File: config.mk
export PLATFORM = sky130hd
export DESIGN_NAME = modular_exponentiation
export DESIGN_NICKNAME = d
export VERILOG_FILES = /design/src/rtl/mexp_pkg.sv /design/src/rtl/mexp_dp.sv /design/src/rtl/mexp_ctrl.sv /design/src/rtl/modular_exponentiation.sv
export SDC_FILE = /design/constraint.sdc
export NUM_CORES = 1
export LEC_CHECK = 0
export BUFFER_PORTS_ARGS = -buffer_cell sky130_fd_sc_hd__buf_2
export CORE_MARGIN = 2
export CORE_UTILIZATION = 51
export DETAILED_ROUTE_END_ITERATION = 12
export PLACE_DENSITY = 0.7
export SYNTH_ARGS = -nofsm -noshare
export SYNTH_HDL_FRONTEND = slang
export SYNTH_SLANG_ARGS = --single-unit
File: constraint.sdc
create_clock -name i_clk -period 10.13 [get_ports i_clk]
set_clock_uncertainty 0.05 [all_clocks]
set_input_delay 1.5195 -clock i_clk [delete_from_list [all_inputs] [get_ports i_clk]]
set_output_delay 1.5195 -clock i_clk [all_outputs]
set_load 0.005 [all_outputs]
File: src/rtl/mexp_pkg.sv
// Shared types and constants for the modular exponentiation block.
// Used by mexp_ctrl, mexp_dp and modular_exponentiation; depends on nothing.
`default_nettype none

package mexp_pkg;

    // Width of every payload field and of the configuration word
    localparam int FIELD_W = 32;

    // Modulus after reset (1e9 + 7)
    localparam logic [FIELD_W-1:0] RESET_MODULUS = 32'd1000000007;

    // Operand selection for the shared modular multiplier
    typedef enum logic [1:0] {
        ENG_REDUCE = 2'd0,   // 1 * base: reduces the raw base
        ENG_SQUARE = 2'd1,   // acc * acc
        ENG_MULT   = 2'd2    // acc * base
    } t_eng_sel;

    // Commands from the controller to the datapath
    typedef struct packed {
        logic     load;        // capture func and exponent of an accepted word
        logic     eng_start;   // start the modular multiplier
        t_eng_sel eng_sel;     // operands for that start
        logic     take_base;   // base <= multiplier result
        logic     exp_load;    // set up the exponent scan, acc <= 1
        logic     acc_zero;    // acc <= 0
        logic     acc_take;    // acc <= multiplier result
        logic     exp_shift;   // advance to the next exponent bit
        logic     out_load;    // move acc into the output register
    } t_dp_cmd;

    // Status from the datapath to the controller
    typedef struct packed {
        logic eng_busy;    // multiplier still running
        logic mod_small;   // modulus below 2
        logic func;        // inverse requested
        logic base_zero;   // reduced base is zero
        logic acc_one;     // running value is 1
        logic exp_msb;     // exponent bit under scan
        logic bits_done;   // all exponent bits scanned
        logic out_free;    // output register can take a word this cycle
    } t_dp_stat;

endpackage

`default_nettype wire

File: src/rtl/mexp_dp.sv
// Datapath of the modular exponentiation block: modulus register, operand
// registers, bit-serial modular multiplier and the output register.
// Depends on mexp_pkg.
`default_nettype none

module mexp_dp #(
    parameter int DW = 32
) (
    input  wire logic                       i_clk,
    input  wire logic                       i_rst_n,
    // configuration write
    input  wire logic                       i_cfg_we,
    input  wire logic [DW-1:0]              i_cfg_modulus,
    // input word
    input  wire logic                       i_func,
    input  wire logic [DW-1:0]              i_base,
    input  wire logic [DW-1:0]              i_exponent,
    // output word
    input  wire logic                       i_out_stall,
    output logic                            o_out_valid,
    output logic [DW-1:0]                   o_result,
    // controller link
    input  wire mexp_pkg::t_dp_cmd          i_cmd,
    output mexp_pkg::t_dp_stat              o_stat
);
    import mexp_pkg::*;

    localparam int CW = $clog2(DW + 1);
    localparam int EW = DW + 2;

    logic [DW-1:0] r_modulus;
    logic          r_func;
    logic [DW-1:0] r_base;
    logic [DW-1:0] r_acc;
    logic [DW-1:0] r_exp;
    logic [CW-1:0] r_bits;
    logic [DW-1:0] r_result;
    logic          r_out_valid;

    logic [DW-1:0] r_eng_a;
    logic [DW-1:0] r_eng_b;
    logic [DW-1:0] r_rem;
    logic [CW-1:0] r_eng_cnt;
    logic          r_eng_busy;

    logic [EW-1:0] eng_t;
    logic [EW-1:0] eng_m1;
    logic [EW-1:0] eng_m2;
    logic [DW-1:0] n_rem;
    logic          out_free;

    // Hold the modulus; it is to be written only while idle, which the block does not enforce
    always_ff @(posedge i_clk) begin
        if (!i_rst_n) begin
            r_modulus <= RESET_MODULUS[DW-1:0];
        end else if (i_cfg_we) begin
            r_modulus <= i_cfg_modulus;
        end
    end

    // One multiplier bit: rem = (2 * rem + bit * a) mod m, with 2 * rem + a < 3m
    always_comb begin
        eng_m1 = EW'(r_modulus);
        eng_m2 = EW'({r_modulus, 1'b0});
        eng_t  = EW'({r_rem, 1'b0}) + (r_eng_b[DW-1] ? EW'(r_eng_a) : '0);
        if (eng_t >= eng_m2) begin
            n_rem = DW'(eng_t - eng_m2);
        end else if (eng_t >= eng_m1) begin
            n_rem = DW'(eng_t - eng_m1);
        end else begin
            n_rem = DW'(eng_t);
        end
    end

    // Modular multiplier: load operands on start, then one bit per cycle
    always_ff @(posedge i_clk) begin
        if (!i_rst_n) begin
            r_eng_busy <= 1'b0;
            r_eng_cnt  <= '0;
        end else if (i_cmd.eng_start) begin
            r_eng_busy <= 1'b1;
            r_eng_cnt  <= CW'(DW);
        end else if (r_eng_busy) begin
            r_eng_busy <= (r_eng_cnt != CW'(1));
            r_eng_cnt  <= r_eng_cnt - CW'(1);
        end
    end

    always_ff @(posedge i_clk) begin
        if (i_cmd.eng_start) begin
            r_rem <= '0;
            case (i_cmd.eng_sel)
                ENG_REDUCE: begin
                    r_eng_a <= DW'(1);
                    r_eng_b <= i_base;
                end
                ENG_SQUARE: begin
                    r_eng_a <= r_acc;
                    r_eng_b <= r_acc;
                end
                default: begin
                    r_eng_a <= r_acc;
                    r_eng_b <= r_base;
                end
            endcase
        end else if (r_eng_busy) begin
            r_rem   <= n_rem;
            r_eng_b <= {r_eng_b[DW-2:0], 1'b0};
        end
    end

    // Capture the word, then keep base, acc and the exponent scan
    always_ff @(posedge i_clk) begin
        if (i_cmd.load) begin
            r_func <= i_func;
            r_exp  <= i_exponent;
        end else if (i_cmd.exp_load) begin
            if (r_func) begin
                r_exp <= r_modulus - DW'(2);
            end
        end else if (i_cmd.exp_shift) begin
            r_exp <= {r_exp[DW-2:0], 1'b0};
        end

        if (i_cmd.exp_load) begin
            r_bits <= CW'(DW);
        end else if (i_cmd.exp_shift) begin
            r_bits <= r_bits - CW'(1);
        end

        if (i_cmd.take_base) begin
            r_base <= r_rem;
        end

        if (i_cmd.exp_load) begin
            r_acc <= DW'(1);
        end else if (i_cmd.acc_zero) begin
            r_acc <= '0;
        end else if (i_cmd.acc_take) begin
            r_acc <= r_rem;
        end
    end

    // Output register: load a finished word, drop it once taken
    assign out_free = !r_out_valid || !i_out_stall;

    always_ff @(posedge i_clk) begin
        if (!i_rst_n) begin
            r_out_valid <= 1'b0;
        end else if (i_cmd.out_load) begin
            r_out_valid <= 1'b1;
        end else if (!i_out_stall) begin
            r_out_valid <= 1'b0;
        end
    end

    always_ff @(posedge i_clk) begin
        if (i_cmd.out_load) begin
            r_result <= r_acc;
        end
    end

    assign o_out_valid = r_out_valid;
    assign o_result    = r_result;

    // Status back to the controller
    always_comb begin
        o_stat.eng_busy  = r_eng_busy;
        o_stat.mod_small = (r_modulus[DW-1:1] == '0);
        o_stat.func      = r_func;
        o_stat.base_zero = (r_base == '0);
        o_stat.acc_one   = (r_acc == DW'(1));
        o_stat.exp_msb   = r_exp[DW-1];
        o_stat.bits_done = (r_bits == '0);
        o_stat.out_free  = out_free;
    end

    // Checks
    a_start_when_free: assert property (@(posedge i_clk) disable iff (!i_rst_n)
        i_cmd.eng_start |-> !r_eng_busy)
        else $error("multiplier started while busy");

    a_busy_has_count: assert property (@(posedge i_clk) disable iff (!i_rst_n)
        r_eng_busy |-> (r_eng_cnt != '0))
        else $error("multiplier busy with no bits left");

    a_out_no_overwrite: assert property (@(posedge i_clk) disable iff (!i_rst_n)
        i_cmd.out_load |-> out_free)
        else $error("output word overwritten while stalled");

endmodule

`default_nettype wire

File: src/rtl/mexp_ctrl.sv
// Controller of the modular exponentiation block: sequences base reduction,
// the square-and-multiply scan and the hand-off to the output register.
// Depends on mexp_pkg.
`default_nettype none

module mexp_ctrl (
    input  wire logic                 i_clk,
    input  wire logic                 i_rst_n,
    input  wire logic                 i_in_valid,
    output logic                      o_in_stall,
    input  wire mexp_pkg::t_dp_stat   i_stat,
    output mexp_pkg::t_dp_cmd         o_cmd
);
    import mexp_pkg::*;

    typedef enum logic [6:0] {
        S_IDLE  = 7'b0000001,
        S_RED   = 7'b0000010,
        S_CHECK = 7'b0000100,
        S_BIT   = 7'b0001000,
        S_SQR   = 7'b0010000,
        S_TEST  = 7'b0100000,
        S_MUL   = 7'b1000000
    } t_state;

    t_state r_state;
    t_state n_state;
    logic   r_done;
    logic   n_done;

    // r_done marks the wait for the output register once a result is ready
    always_ff @(posedge i_clk) begin
        if (!i_rst_n) begin
            r_state <= S_IDLE;
            r_done  <= 1'b0;
        end else begin
            r_state <= n_state;
            r_done  <= n_done;
        end
    end

    assign o_in_stall = (r_state != S_IDLE) || r_done;

    // Next state and datapath commands
    always_comb begin
        n_state = r_state;
        n_done  = r_done;
        o_cmd   = '0;
        o_cmd.eng_sel = ENG_REDUCE;
        unique case (r_state)
            S_IDLE: begin
                if (r_done) begin
                    if (i_stat.out_free) begin
                        o_cmd.out_load = 1'b1;
                        n_done         = 1'b0;
                    end
                end else if (i_in_valid) begin
                    o_cmd.load      = 1'b1;
                    o_cmd.eng_start = 1'b1;
                    o_cmd.eng_sel   = ENG_REDUCE;
                    n_state         = S_RED;
                end
            end
            S_RED: begin
                if (!i_stat.eng_busy) begin
                    o_cmd.take_base = 1'b1;
                    n_state         = S_CHECK;
                end
            end
            S_CHECK: begin
                // tiny modulus, or inverse of zero: the answer is zero
                if (i_stat.mod_small || (i_stat.func && i_stat.base_zero)) begin
                    o_cmd.acc_zero = 1'b1;
                    n_done         = 1'b1;
                    n_state        = S_IDLE;
                end else begin
                    o_cmd.exp_load = 1'b1;
                    n_state        = S_BIT;
                end
            end
            S_BIT: begin
                if (i_stat.bits_done) begin
                    n_done  = 1'b1;
                    n_state = S_IDLE;
                end else if (i_stat.acc_one) begin
                    // squaring 1 gives 1: go straight to the bit test
                    n_state = S_TEST;
                end else begin
                    o_cmd.eng_start = 1'b1;
                    o_cmd.eng_sel   = ENG_SQUARE;
                    n_state         = S_SQR;
                end
            end
            S_SQR: begin
                if (!i_stat.eng_busy) begin
                    o_cmd.acc_take = 1'b1;
                    n_state        = S_TEST;
                end
            end
            S_TEST: begin
                if (i_stat.exp_msb) begin
                    o_cmd.eng_start = 1'b1;
                    o_cmd.eng_sel   = ENG_MULT;
                    n_state         = S_MUL;
                end else begin
                    o_cmd.exp_shift = 1'b1;
                    n_state         = S_BIT;
                end
            end
            S_MUL: begin
                if (!i_stat.eng_busy) begin
                    o_cmd.acc_take  = 1'b1;
                    o_cmd.exp_shift = 1'b1;
                    n_state         = S_BIT;
                end
            end
            default: begin
                n_state = S_IDLE;
                n_done  = 1'b0;
            end
        endcase
    end

    // Checks
    a_idle_engine_quiet: assert property (@(posedge i_clk) disable iff (!i_rst_n)
        (r_state == S_IDLE) |-> !i_stat.eng_busy)
        else $error("multiplier running while controller idle");

endmodule

`default_nettype wire

File: src/rtl/modular_exponentiation.sv
// Modular exponentiation: result = base^exponent mod modulus (func 0), or the
// inverse base^(modulus-2) mod modulus by Fermat's rule (func 1, prime modulus).
// The base is first reduced mod modulus; a modulus below 2 gives 0, and the
// inverse of a zero base gives 0. All products run through one shared modular
// multiplier that consumes one multiplier bit per cycle, on operands of
// W = min(OPERAND_WIDTH, 32) bits. Each word takes a reduction pass, then
// the accept, checks and hand-off, and per exponent bit one square and one
// multiply when the bit is set, plus any wait for the output register; the
// square is skipped while the running value is 1, which always holds at the
// top bit. One word is worked on at a time; a finished word waits in the
// output register while the next is taken.
// The modulus register is written through the cfg port; the user must write
// it only while the block is idle, which the block does not enforce.
// Depends on mexp_pkg, mexp_ctrl and mexp_dp.
`default_nettype none

module modular_exponentiation #(
    parameter int OPERAND_WIDTH = 32
) (
    input  wire logic                           i_clk,
    input  wire logic                           i_rst_n,
    // configuration
    input  wire logic                           i_cfg_valid,
    output logic                                o_cfg_ready,
    input  wire logic [mexp_pkg::FIELD_W-1:0]   i_cfg_modulus,
    // input words
    input  wire logic                           i_in_valid,
    output logic                                o_in_stall,
    input  wire logic                           i_func,
    input  wire logic [mexp_pkg::FIELD_W-1:0]   i_base,
    input  wire logic [mexp_pkg::FIELD_W-1:0]   i_exponent,
    // output words
    output logic                                o_out_valid,
    input  wire logic                           i_out_stall,
    output logic [mexp_pkg::FIELD_W-1:0]        o_result
);
    import mexp_pkg::*;

    localparam int DW = (OPERAND_WIDTH < FIELD_W) ? OPERAND_WIDTH : FIELD_W;

    t_dp_cmd       cmd;
    t_dp_stat      stat;
    logic [DW-1:0] dp_result;

    assign o_cfg_ready = 1'b1;

    mexp_ctrl u_ctrl (
        .i_clk      (i_clk),
        .i_rst_n    (i_rst_n),
        .i_in_valid (i_in_valid),
        .o_in_stall (o_in_stall),
        .i_stat     (stat),
        .o_cmd      (cmd)
    );

    mexp_dp #(
        .DW (DW)
    ) u_dp (
        .i_clk         (i_clk),
        .i_rst_n       (i_rst_n),
        .i_cfg_we      (i_cfg_valid),
        .i_cfg_modulus (i_cfg_modulus[DW-1:0]),
        .i_func        (i_func),
        .i_base        (i_base[DW-1:0]),
        .i_exponent    (i_exponent[DW-1:0]),
        .i_out_stall   (i_out_stall),
        .o_out_valid   (o_out_valid),
        .o_result      (dp_result),
        .i_cmd         (cmd),
        .o_stat        (stat)
    );

    assign o_result = FIELD_W'(dp_result);

endmodule

`default_nettype wire

* After elaboration in Yosys (flattened, before gate mapping)
Cells that the tools add are included.
** Word-level totals
- Bits in registers :: 279
- Input bits :: 102
- Output and inout port bits :: 35
- Logic and storage cells :: 118
** Operators by class
- Add/subtract/negate cells :: 6
- $lt $le $gt $ge :: 2
- Equal/unequal tests :: 20
- Mux-type cells :: 52
- Bitwise operators :: 2
- Reductions and logical operators :: 19
** Operator list (number)
- $mux W32 :: 9
- $pmux W32 S2 :: 1
- $sub A32 B32 Y32 :: 2
- $pmux W7 S7 :: 1
- $mux W7 :: 6
- $add A33 B32 Y34 :: 1
- $ge A34 B32 Y1 :: 1
- $ge A34 B33 Y1 :: 1
- $eq A32 B1 Y1 const B :: 1
- $logic_not A32 Y1 :: 1
- $sub A32 B2 Y32 const B :: 1
- $logic_not A31 Y1 :: 1
- $mux W6 :: 4
- $mux W1 :: 19
- $mux W4 :: 3
- $ne A2 B2 Y1 const B :: 6
- $sub A6 B1 Y6 const B :: 2
- $mux W3 :: 3
- $pmux W3 S3 :: 1
- $eq A7 B1 Y1 const B :: 1
- $eq A7 B2 Y1 const B :: 1
- $eq A7 B3 Y1 const B :: 1
- $eq A7 B4 Y1 const B :: 1
- $eq A7 B5 Y1 const B :: 1
- 23 further kinds :: 32

* Longest topological paths before layout
- Depth in word-level cells :: 7
- Depth in mapped cells :: 25
- Depth with buffers taken out :: 22

* By module
A second synthesis with hierarchy kept.
** Unflattened totals
- Cells, all modules :: 1979
- Area, all modules :: 18372.6 µm²
** Modules (own cells, without submodules)
- mexp_dp :: times used 1, cells an instance 1886, area each 17646.9 µm², sequential area each 7036.7 µm²
- mexp_ctrl :: times used 1, cells an instance 91, area each 714.4 µm², sequential area each 160.2 µm²
- modular_exponentiation :: times used 1, cells an instance 2, area each 11.3 µm², sequential area each 0.0 µm²

* Worst setup path before layout
Ideal clock, no wire load.
- Kind :: reg-to-reg
- From :: register u_dp.r_eng_b[31]
- To :: register u_dp.r_rem[1]
- Setup time :: 0.117 ns
- Arrival :: 5.108 ns
- Required time :: 9.963 ns
- Slack :: 4.854 ns
- Stages on the path, launching flop included :: 24
- Path buffers :: 3
- Clock period less this slack :: 5.276 ns
- Cell sequence :: edfxtp_1 clkbuf_1 and2_1 ha_1 nand3_2 or2_1 o311a_4 o31a_4 a21oi_1 a211oi_1 nor3_1 ha_1 clkbuf_1 and3_1 and2_1 a221oi_2 nor3_1 a2111oi_0 nand3b_1 a21oi_4 buf_6 mux2i_1 nand2_1 a32o_1
** On the way
- Cells in the longest elaborated chain, start to end :: 5
- Elaborated cells between the ends (all ways) :: 8
- Those cells by class :: 3 x add/sub; 2 x order compare; 3 x mux
** Ends and longest elaborated chain
- start: declaration :: RTL line mexp_dp.sv:41 : logic [DW-1:0] r_eng_b;
- start signal: assignment :: RTL line mexp_dp.sv:95 : r_eng_b <= i_base;
- start signal: assignment :: RTL line mexp_dp.sv:99 : r_eng_b <= r_acc;
- start signal: assignment :: RTL line mexp_dp.sv:103 : r_eng_b <= r_base;
- $mux W32 * :: RTL line mexp_dp.sv:65 : eng_t = EW'({r_rem, 1'b0}) + (r_eng_b[DW-1] ? EW'(r_eng_a) : '0);
- $add A33 B32 Y34 * :: RTL line mexp_dp.sv:65
- $sub A32 B32 Y32 / $ge A34 B32 Y1 (equally long branches) :: RTL line mexp_dp.sv:69, mexp_dp.sv:68
- $mux W32 :: RTL line mexp_dp.sv:68 : end else if (eng_t >= eng_m1) begin
- $mux W32 * :: RTL line mexp_dp.sv:66 : if (eng_t >= eng_m2) begin
- end signal: assignment :: RTL line mexp_dp.sv:107 : r_rem <= n_rem;
- end: declaration :: RTL line mexp_dp.sv:42 : logic [DW-1:0] r_rem;
Every way passes the cells marked *; elsewhere a longest branch is shown, timed or not.
A chain may end at the register's enable or synchronous reset.

* Final worst setup path
- From :: register u_dp.r_eng_b[31]
- To :: register u_dp.r_rem[8]
The elaborated chain is that of the path after synthesis.

==> metrics.md <==
| Metric | Value |
|---|---|
| Status | finished clean |
| CTS tree | done |
| Initial detailed-routing violation count | 1098 |
| Avg Cell Area, Syn | 9.04 um2 |
| Hold-fix buffers, CTS | 0 |
| Chip Width | 188 um |
| Total CTS buffers | 31 |
| Core area | 0.0334 mm2 |
| Max Freq | 150 MHz |
| Routed vias/inst | 5.98 |
| Filler Cell Count | 2968 |
| Slowest CP cell | edfxtp_1 |
| Number of synthesis warnings | 0 |
| Seq/Total Area, Yosys | 0.417 |
| Clock sink count | 279 |
| CP arrival | 7050 ps |
| Die area | 0.0353 mm2 |
| Synthesis-stage register bit count | 279 |
| Vias | 14817 |
| Crit-path leading delay family | compound AO/OA/AOI/OAI gates |
| Per-cell routed wire length | 19.0 um |
| CP Class | reg2reg |
| Antenna diode count | 0 |
| Final period util | 0.656 |
| Endpoints failing setup | 0 |
| Synth top area share | 0.280 |
| TNS Setup | 0 ps |
| H-tree Lvls | 1 |
| Die H | 188 um |
| Ys async rst share | 0 |
| PwrDens | 297 mW/mm2 |
| Core Util, Final | 0.580 |
| Initial antenna violation count | 1 |
| Total gr overflow | 0 |
| Post-CTS sizing | 0 |
| Post-Route WL | 47100 um |
| RSZ-0062 raised after global routing | no |
| Synth area leaders | edfxtp_1 (28%), dfxtp_1 (14%), ha_1 (7.2%) |
| Peak supply drop | 0.164 mV |
| Slew Limit Fails | 0 |
| MaxCap Viol Count | 0 |
| DRC errors left | 0 |
| Postcts setup bufs | 0 |
| Tightest Pin Transition | 1190 ps |
| Slew headroom | 0.204 |
| TritonRoute pass-1 iters | 5 |
| Clock Tree Root | clkbuf_16 |
| Final net count | 2209 |
| Tmin final | 6650 ps |
| Post-synth top area cell | edfxtp_1 |
| Crit path cell chain | and2_1 -> ha_1 -> inv_1 -> fa_1 -> nor2b_1 -> o31a_1 -> o211a_1 -> o21ai_0 -> a21oi_1 -> nor2_1 -> xnor2_1 -> ha_1 -> and3_1 -> and2_1 -> a221oi_2 -> nor3_1 -> a2111oi_0 -> nand3b_1 -> a21oi_4 -> buf_4 -> mux2_2 -> o21ai_1 -> a21oi_1 |
| I/O pins | 137 |
| Routability Congestion | 0.975 |
| Clock buffer depth | 3 |
| Antenna Nets Post-Route | 0 |
| HP Class | reg2reg |
| Port bufs | 135 |
| Largest net degree at the start of global routing | 67 |
| EDFF count, synth | 161 |
| P_leak | 7.55 nW |
| Post-Syn Area | 0.0173 mm2 |
| Worst path bufs/invs | 2 |
| Area of the multi-input gates | 0.00950 mm2 |
| Vias in the first global route | 14051 |
| Fin. Hold Viols | 0 |
| Crit start category | flop |
| GR Util All Layers | 0.263 |
| Crit Path Max Fanout | 45 |
| FP Rows | 67 |
| Syn nets | 2114 |
| Reg area | 0.00720 mm2 |
| Skew-Pair Late Insertion Delay | 590 ps |
| Post-synthesis cell count | 1910 |
| First-pass GRT wire length | 75800 um |
| Crit. End Element | flop |
| Layout cells sized above 1 | 0.118 |
| Initial core utilization | 0.516 |
| Post-synthesis to final-layout area growth | 12.3% |
| Worst path max stage delay | 880 ps |
| CP required | 10530 ps |
| Clock-pin slew on the worst setup and hold paths | 60 ps |
| Synth unique cells | 89 |
| DPL Wire Length | 34600 um |
| Synth Flop Type | edfxtp_1 |
==> sequential cells by signal, summed over array words and instances, names as in the netlist <==
register          count
u_ctrl.r_state        7
u_dp.r_eng_b         32
u_dp.r_eng_busy       1
u_dp.r_bits           6
u_dp.r_exp           32
u_dp.r_func           1
u_dp.r_base          32
u_dp.r_eng_cnt        6
u_dp.r_modulus       32
u_dp.r_acc           32
u_ctrl.r_done         1
u_dp.o_result        32
u_dp.o_out_valid      1
u_dp.r_rem           32
u_dp.r_eng_a         32
==> report_power, final <==
| part | internal (mW) | switching [mW] | total [mW] | leakage (nW) |
|---|---|---|---|---|
| logic | 1.19 | 1.84 | 3.03 | 4.57 |
| registers | 1.37 | 0.135 | 1.50 | 2.45 |
| clock network | 0.734 | 0.495 | 1.23 | 0.537 |
| total | 3.29 | 2.47 | 5.76 | 7.55 |
==> synth_stat cells, drive strengths merged (41+ instances only) <==
| master | instances |
|---|---|
| nand2 | 229 |
| nor2 | 170 |
| a21oi | 167 |
| edfxtp | 161 |
| dfxtp | 118 |
| o21ai | 114 |
| ha | 99 |
| xnor2 | 86 |
| clkbuf | 70 |
| inv | 67 |
| nor2b | 64 |
| a31oi | 41 |
==> metrics by stage <==
step / hold WS [ps] / cell area [um2] / total power, mW / std cells / setup slack [ps]
detailed placement: 432 / 18300 / 4.45 / 2420 / 3590
CTS: 441 / 19400 / 5.69 / 2478 / 3530
global placement: 413 / 18300 / 4.42 / 2420 / 3840
floorplan: 401 / 17300 / 3.76 / 1910 / 4850
finish: 439 / 19400 / 5.76 / 2478 / 3480
global route: 461 / 19400 / 6.13 / 2478 / 2890
==> cell families after synthesis <==
logic type      synth area share
compound gates             0.206
xor+xnor                  0.0557
fa+ha+maj                 0.0752
buf+inv                   0.0361
flops                      0.417
mux                       0.0218
other cells             0.000217
simple gates               0.188
==> routing by layer <==
| layer | part of all wire | GRT usage | vias to the layer above |
|---|---|---|---|
| li1 | - | - | 7180 |
| met1 | 0.47 | 0.382 | 7077 |
| met2 | 0.45 | 0.422 | 491 |
| met3 | 0.058 | 0.0311 | 67 |
| met4 | 0.020 | 0.0569 | 2 |
| met5 | 0.00028 | 0 | - |
==> final cells by class <==
type | count | share of cell area
sequential | 279 | 0.371
inverter | 67 | 0.0130
clock inverter | 21 | 0.0148
clock buffer | 37 | 0.0422
tap | 448 | 0.0289
multi-input combinational | 1477 | 0.490
timing repair buffer | 149 | 0.0403
==> layout by cell type (no fill, tap or decap), drive strengths merged, types with 5 or more instances in the layout <==
master	synthesis	routed
nand4	15	15
buf	17	149
a211oi	22	22
a21o	33	33
mux2i	32	32
a22oi	32	32
nor4	27	27
o21bai	12	12
nand2b	15	15
a32o	6	6
mux2	5	5
nor4b	5	5
o21ai	114	114
dfxtp	118	118
o31a	6	6
or3	6	6
clkbuf	70	37
clkinv	0	11
a31oi	41	41
ha	99	99
nand2	229	229
nor3	37	37
o31ai	7	7
o211ai	24	24
bufinv	0	6
nor2	170	170
xor2	23	23
or2	6	6
nor2b	64	64
a2111oi	7	7
and2	38	38
and3	18	18
inv	67	69
nor3b	9	9
xnor2	86	86
o21a	22	22
a21oi	167	167
a21boi	5	5
nand3	29	29
edfxtp	161	161
==> final timing paths <==
path                     start  slack, ps  depth (start not counted)                end
max           u_dp.r_eng_b[31]       3480                         23      u_dp.r_rem[8]
max reg2reg   u_dp.r_eng_b[31]       3480                         23      u_dp.r_rem[8]
min reg2reg  u_dp.r_eng_cnt[0]        440                          2  u_dp.r_eng_cnt[0]
min          u_dp.r_eng_cnt[0]        440                          2  u_dp.r_eng_cnt[0]
==> worst min-delay path, cell delays in order, from the launching register on <==
cell	delay (ps)
dfxtp_1	320
nand2_1	60
a21oi_1	60
Power figures use the tool's default switching activity.
